### src/rtl/ddo_pkg.sv
// ----------------------------------------------------------------------------
// ddo_pkg
// Types, constants and helpers shared by the odometry/heading fusion block.
// ----------------------------------------------------------------------------
package ddo_pkg;

  localparam int unsigned CORDIC_STEPS_DEF = 16;
  localparam int unsigned ATAN_ENTRIES     = 30;
  localparam int unsigned MID_DEPTH        = 4;

  localparam logic [31:0] KINV_Q32    = 32'd2608131496;
  localparam logic [16:0] FULL_WEIGHT = 17'd65536;
  localparam logic [16:0] WEIGHT_RST  = 17'd32768;
  // multiple of one turn (360 deg in 2^-17 deg units) that makes the mid heading positive
  localparam logic [39:0] TURN_OFFSET = 40'd68749885440;
  localparam logic [18:0] RECIP_45    = 19'd372828;
  localparam logic [5:0]  DIV_BASE    = 6'd45;

  localparam logic [31:0] ATAN_TURN [ATAN_ENTRIES] = '{
    32'd536870912, 32'd316933406, 32'd167458907, 32'd85004756, 32'd42667331,
    32'd21354465, 32'd10679838, 32'd5340245, 32'd2670163, 32'd1335087,
    32'd667544, 32'd333772, 32'd166886, 32'd83443, 32'd41722, 32'd20861,
    32'd10430, 32'd5215, 32'd2608, 32'd1304, 32'd652, 32'd326, 32'd163,
    32'd81, 32'd41, 32'd20, 32'd10, 32'd5, 32'd3, 32'd1
  };

  typedef enum logic [1:0] {
    CFG_ODOMETRY_WEIGHT   = 2'd0,
    CFG_DISTANCE_PER_TICK = 2'd1,
    CFG_HEADING_PER_TICK  = 2'd2
  } cfg_idx_e;

  typedef struct packed {
    logic signed [15:0] left_tick_change;
    logic signed [15:0] right_tick_change;
    logic signed [31:0] imu_yaw_change;
    logic signed [31:0] previous_heading;
  } in_word_t;

  typedef struct packed {
    logic signed [31:0] delta_x;
    logic signed [31:0] delta_y;
    logic signed [31:0] delta_heading;
  } out_word_t;

  typedef struct packed {
    logic signed [48:0] x;
    logic signed [31:0] z;
    logic signed [31:0] dh;
  } mid_word_t;

  // floor(v / 45), exact for v below 2^18
  function automatic logic [12:0] div45(input logic [17:0] v);
    logic [36:0] p;
    p = 37'(v) * 37'(RECIP_45);
    return p[36:24];
  endfunction

  function automatic logic [31:0] sat_s32(input logic signed [47:0] v);
    if (v > 48'sd2147483647) return 32'h7fff_ffff;
    if (v < -48'sd2147483648) return 32'h8000_0000;
    return v[31:0];
  endfunction

endpackage

### src/rtl/ddo_fifo.sv
// ----------------------------------------------------------------------------
// ddo_fifo
// Short word queue between the front end and the CORDIC back end.
// ----------------------------------------------------------------------------
module ddo_fifo import ddo_pkg::*; #(
  parameter int unsigned DEPTH = MID_DEPTH
) (
  input  logic      clk_i,
  input  logic      rst_ni,
  input  logic      push_i,
  input  mid_word_t wdata_i,
  output logic      full_o,
  input  logic      pop_i,
  output mid_word_t rdata_o,
  output logic      empty_o
);

  localparam int unsigned PW = (DEPTH > 1) ? $clog2(DEPTH) : 1;
  localparam int unsigned CW = $clog2(DEPTH + 1);

  mid_word_t       mem_q [DEPTH];
  logic [PW-1:0]   wptr_q, wptr_d, rptr_q, rptr_d;
  logic [CW-1:0]   cnt_q, cnt_d;
  logic            do_push, do_pop;

  assign full_o  = (cnt_q == CW'(DEPTH));
  assign empty_o = (cnt_q == '0);
  assign rdata_o = mem_q[rptr_q];
  assign do_push = push_i && !full_o;
  assign do_pop  = pop_i && !empty_o;

  always_comb begin
    wptr_d = wptr_q;
    rptr_d = rptr_q;
    cnt_d  = cnt_q;
    if (do_push) begin
      wptr_d = (wptr_q == PW'(DEPTH - 1)) ? '0 : wptr_q + 1'b1;
    end
    if (do_pop) begin
      rptr_d = (rptr_q == PW'(DEPTH - 1)) ? '0 : rptr_q + 1'b1;
    end
    if (do_push && !do_pop) begin
      cnt_d = cnt_q + 1'b1;
    end else if (!do_push && do_pop) begin
      cnt_d = cnt_q - 1'b1;
    end
  end

  always_ff @(posedge clk_i or negedge rst_ni) begin
    if (!rst_ni) begin
      wptr_q <= '0;
      rptr_q <= '0;
      cnt_q  <= '0;
    end else begin
      wptr_q <= wptr_d;
      rptr_q <= rptr_d;
      cnt_q  <= cnt_d;
    end
  end

  always_ff @(posedge clk_i) begin
    if (do_push) begin
      mem_q[wptr_q] <= wdata_i;
    end
  end

  a_cnt_bound: assert property (@(posedge clk_i) disable iff (!rst_ni)
    cnt_q <= CW'(DEPTH)) else $error("queue count out of range");
  a_no_overrun: assert property (@(posedge clk_i) disable iff (!rst_ni)
    push_i |-> !full_o) else $error("front pushed into full queue");
  a_no_underrun: assert property (@(posedge clk_i) disable iff (!rst_ni)
    pop_i |-> !empty_o) else $error("back popped empty queue");
  a_ptr_track: assert property (@(posedge clk_i) disable iff (!rst_ni)
    (do_push && !do_pop) |=> (cnt_q == $past(cnt_q) + 1'b1))
    else $error("queue count lost a word");

endmodule

### config.mk
export PLATFORM = sky130hd
export DESIGN_NAME = ddo_fifo
export DESIGN_NICKNAME = d
export VERILOG_FILES = /design/src/rtl/ddo_pkg.sv /design/src/rtl/ddo_fifo.sv
export SDC_FILE = /design/constraint.sdc
export NUM_CORES = 1
export LEC_CHECK = 0
export BUFFER_PORTS_ARGS = -buffer_cell sky130_fd_sc_hd__buf_2
export CAP_MARGIN = 20
export CORE_MARGIN = 1.5
export CORE_UTILIZATION = 59
export CTS_BUF_LIST = sky130_fd_sc_hd__clkbuf_4 sky130_fd_sc_hd__clkbuf_8
export DETAILED_ROUTE_END_ITERATION = 6
export PLACE_DENSITY = 0.82
export SETUP_SLACK_MARGIN = 0.15
export SYNTH_ARGS = -nofsm -noshare
export SYNTH_HDL_FRONTEND = slang
export SYNTH_SLANG_ARGS = --single-unit
### constraint.sdc
create_clock -name clk_i -period 11.3 [get_ports clk_i]
set_input_delay 0 -clock clk_i [delete_from_list [all_inputs] [get_ports clk_i]]
set_output_delay 0 -clock clk_i [all_outputs]
set_load 0.01 [all_outputs]
==> flow_summary.toml <==
[clock_network]
cts-root-buf = "clkbuf_8"
clockBufferDepth = 3
clock_sinks = 459
postCtsSetupBuffers = 0
clk_pin_slew_ps = 60
cts_tree = "built"
htree_levels = 3
insertion_delay_ps = 560
cts_buffers = 71

[synthesis]
synth.yosys.seq_area_share_pct = 82.20
synth_area_um2 = 16720
syn-mean-instance-area_um2 = 26.63
synth_cell_types = 21
synth_top_area_share_pct = 81.16
yosysWarnings = 0
synth_area_leaders = "edfxtp_1 81%, mux4_2 15%, dfrtp_1 1.0%"
syn-num-nets = 752
ys_ff_latch = 459
synth_top_area_cell = "edfxtp_1"
syn_inst = 628

[critical_path]
path_depth = 4
crit_buf_inv = 3
cp.required_ps = 11300
timing.rr.start = "cnt_q[2]"
slowest_stage = "dfrtp_4"
timing.rr.end = "mem_q[1][109]"
endpoint_kind = "output port"
critical_path.max_fanout = 47
r2r_cells = 5
critPathKind = "flop to output port"
crit_family = "buffers and inverters"
cp-startpoint = "rptr_q[0]"
rrSetupSlack_ps = 8450
crit_chain = "buf_4 > buf_4 > mux4_2 > buf_2"
path_common_cell = "buf_4"
critPathLaunchType = "flop"
cpPeakStageDelay_ps = 830
crit_arrival_ps = 3800

[routing]
postRouteWirelength_mm = 31.49
drt_iter0_drc = 655
first_pass_iters = 5
drc = 0
vias = 8056
wl_per_cell_um = 21.52
ant_nets = 0
drt-vias-per-instance = 5.506

[placement]
place_inst = 1219
gp_congestion = 0.7363
portBuffers = 231

[pwr]
sequentialPowerShare_pct = 46.2
p_sw_w = 0.001487
ir_drop_mv = 0.1680
p_sw_share_pct = 28.74
p_leak_nw = 7.248
p_comb_share_pct = 28.1
clkPwrFrac_pct = 25.8
internal-power_w = 0.003686
total_power_w = 0.005173
power_density_nw_per_um2 = 247.4

[die]
die_w_um = 171.4
core_area_um2 = 27860
ios = 232
floorplan.initialDensity_pct = 60.04
num_rows = 61
dieArea_um2 = 29370
die_h_um = 171.4

[finish]
syn_to_final_growth_pct = 25.02
fin_nets = 1158
layoutNonFillerInstCount = 1463
nFillCells = 1500
layout-drive-gt1-share_pct = 43.98

[global_route]
grt_max_degree = 78
grt_pass1_wl_mm = 47.05
grtUsageTotal_pct = 21.87
grt_pass1_vias = 8448
antenna_found_initial = 5
gr-total-overflow = 0

[run]
max_cap_violations = 0

[min_path]
min-delay-start = "wdata_i[85]"
hold_depth = 2
min_to = "mem_q[2][85]"
hold_class = "input pin to flop"

[timing]
grt_setup_unrepaired = "false"
setup_viol = 0
tns_ps = 0
slew_headroom_pct = 27.87
tightest_slew_ps = 1082
skew_ps = 17.20
slew_viol_final = 0
layout_min_cycle_time_ps = 3802
fmax_mhz = 263.0
finalHoldViolations = 0
whs_ps = 176.0
finalCritPeriodShare_pct = 33.64

[status]
outcome = "complete, no violations"
[through the flow]
stage	worst slack (ps)	util, %	cell area, um^2
final	7498	75.06	20910
after global routing	7089	75.06	20910
after CTS	7276	74.72	20820
after detailed placement	7914	65.56	18270
after global placement	7900	65.56	18270
after floorplan	5367	-	16720
[logic make-up (layout without fill, tap and decap cells)]
group,Yosys count,in the layout,share of synthesized area [%]
fa+ha+maj,7,7,0.5686
buf+inv,29,481,1.092
mux,117,117,15.49
flops,459,459,82.20
xor+xnor,3,3,0.1571
other cells,0,5,0
compound gates,2,2,0.1197
simple gates,11,11,0.3741
[final cells by class]
type	count	area (um^2)	share of cell area, %
sequential	459	13760	65.78
clock buffer	96	1177	5.631
multi-input combinational	140	2809	13.43
inverter	3	11.26	0.05385
timing repair buffer	359	2470	11.81
clock inverter	23	201.4	0.9634
antenna	5	12.51	0.05984
tap	378	473.0	2.262
[worst max-delay path by stage]
stage	slack, ps	endpoint
2_1_floorplan	5370	mem_q[3][0]
3_3_place_gp	7900	rdata_o[4]
3_5_place_dp	7910	rdata_o[10]
4_1_cts	7280	rdata_o[4]
5_1_grt	7090	rdata_o[4]
6_report	7500	rdata_o[4]
[sequential cells by signal, indices dropped and copies added (netlist names)]
| signal | cells |
|---|---|
| wptr_q | 2 |
| rptr_q | 2 |
| mem_q | 452 |
| cnt_q | 3 |
[worst register-to-register path, delay by kind of cell, from the launching register on]
kind          cells  cell delay, ps
simple gates      3            1210
buf+inv           2             860
flops             1             420
[layer usage]
layer	GRT usage, %	wire length (um)	share of wire, %	vias to the layer above
met5	0	0	0	-
met4	7.170	486	1.5	0
met3	5.062	2297	7.3	43
met2	35.21	15700	50	329
met1	30.21	13000	41	4129
li1	-	-	-	3555
[Yosys cell counts, drive strengths merged]
cell      n
a21o      1
and2      3
buf      22
clkbuf    4
dfrtp     7
edfxtp  452
fa        1
ha        6
inv       3
mux2      4
mux4    113
nand2     1
nor2      3
nor2b     1
nor3      2
nor3b     1
o31ai     1
xnor2     1
xor2      2
[power groups by stage]
| stage | Combinational, W | Clock (W) | Sequential (W) |
|---|---|---|---|
| 2_1_floorplan | 0.000986 | 0 | 0.00237 |
| 3_3_place_gp | 0.00140 | 0 | 0.00241 |
| 3_5_place_dp | 0.00141 | 0 | 0.00243 |
| 4_1_cts | 0.00145 | 0.00136 | 0.00240 |
| 5_1_grt | 0.00156 | 0.00144 | 0.00242 |
| 6_report | 0.00145 | 0.00133 | 0.00239 |
[cells in the final DEF (no fill, tap or decap)]
master	count
a21o_1	1
and2_4	3
buf_16	3
buf_2	231
buf_4	8
bufinv_16	3
clkbuf_4	23
clkbuf_8	73
clkinv_1	11
clkinv_2	2
clkinvlp_4	3
dfrtp_1	5
dfrtp_4	2
diode_2	5
dlygate4sd3_1	117
edfxtp_1	452
fa_1	1
ha_1	6
inv_1	3
inv_6	3
inv_8	1
mux2_2	4
mux4_2	113
nand2_1	1
nor2_1	2
nor2_4	1
nor2b_1	1
nor3_1	2
nor3b_2	1
o31ai_2	1
xnor2_1	1
xor2_1	2
[what timing repair did]
action / CTS / global route
hold endpoints to repair: 464 / 0
resized for setup: 0 / 0
hold buffers: 117 / 0
(Power assumes the default switching activity.)
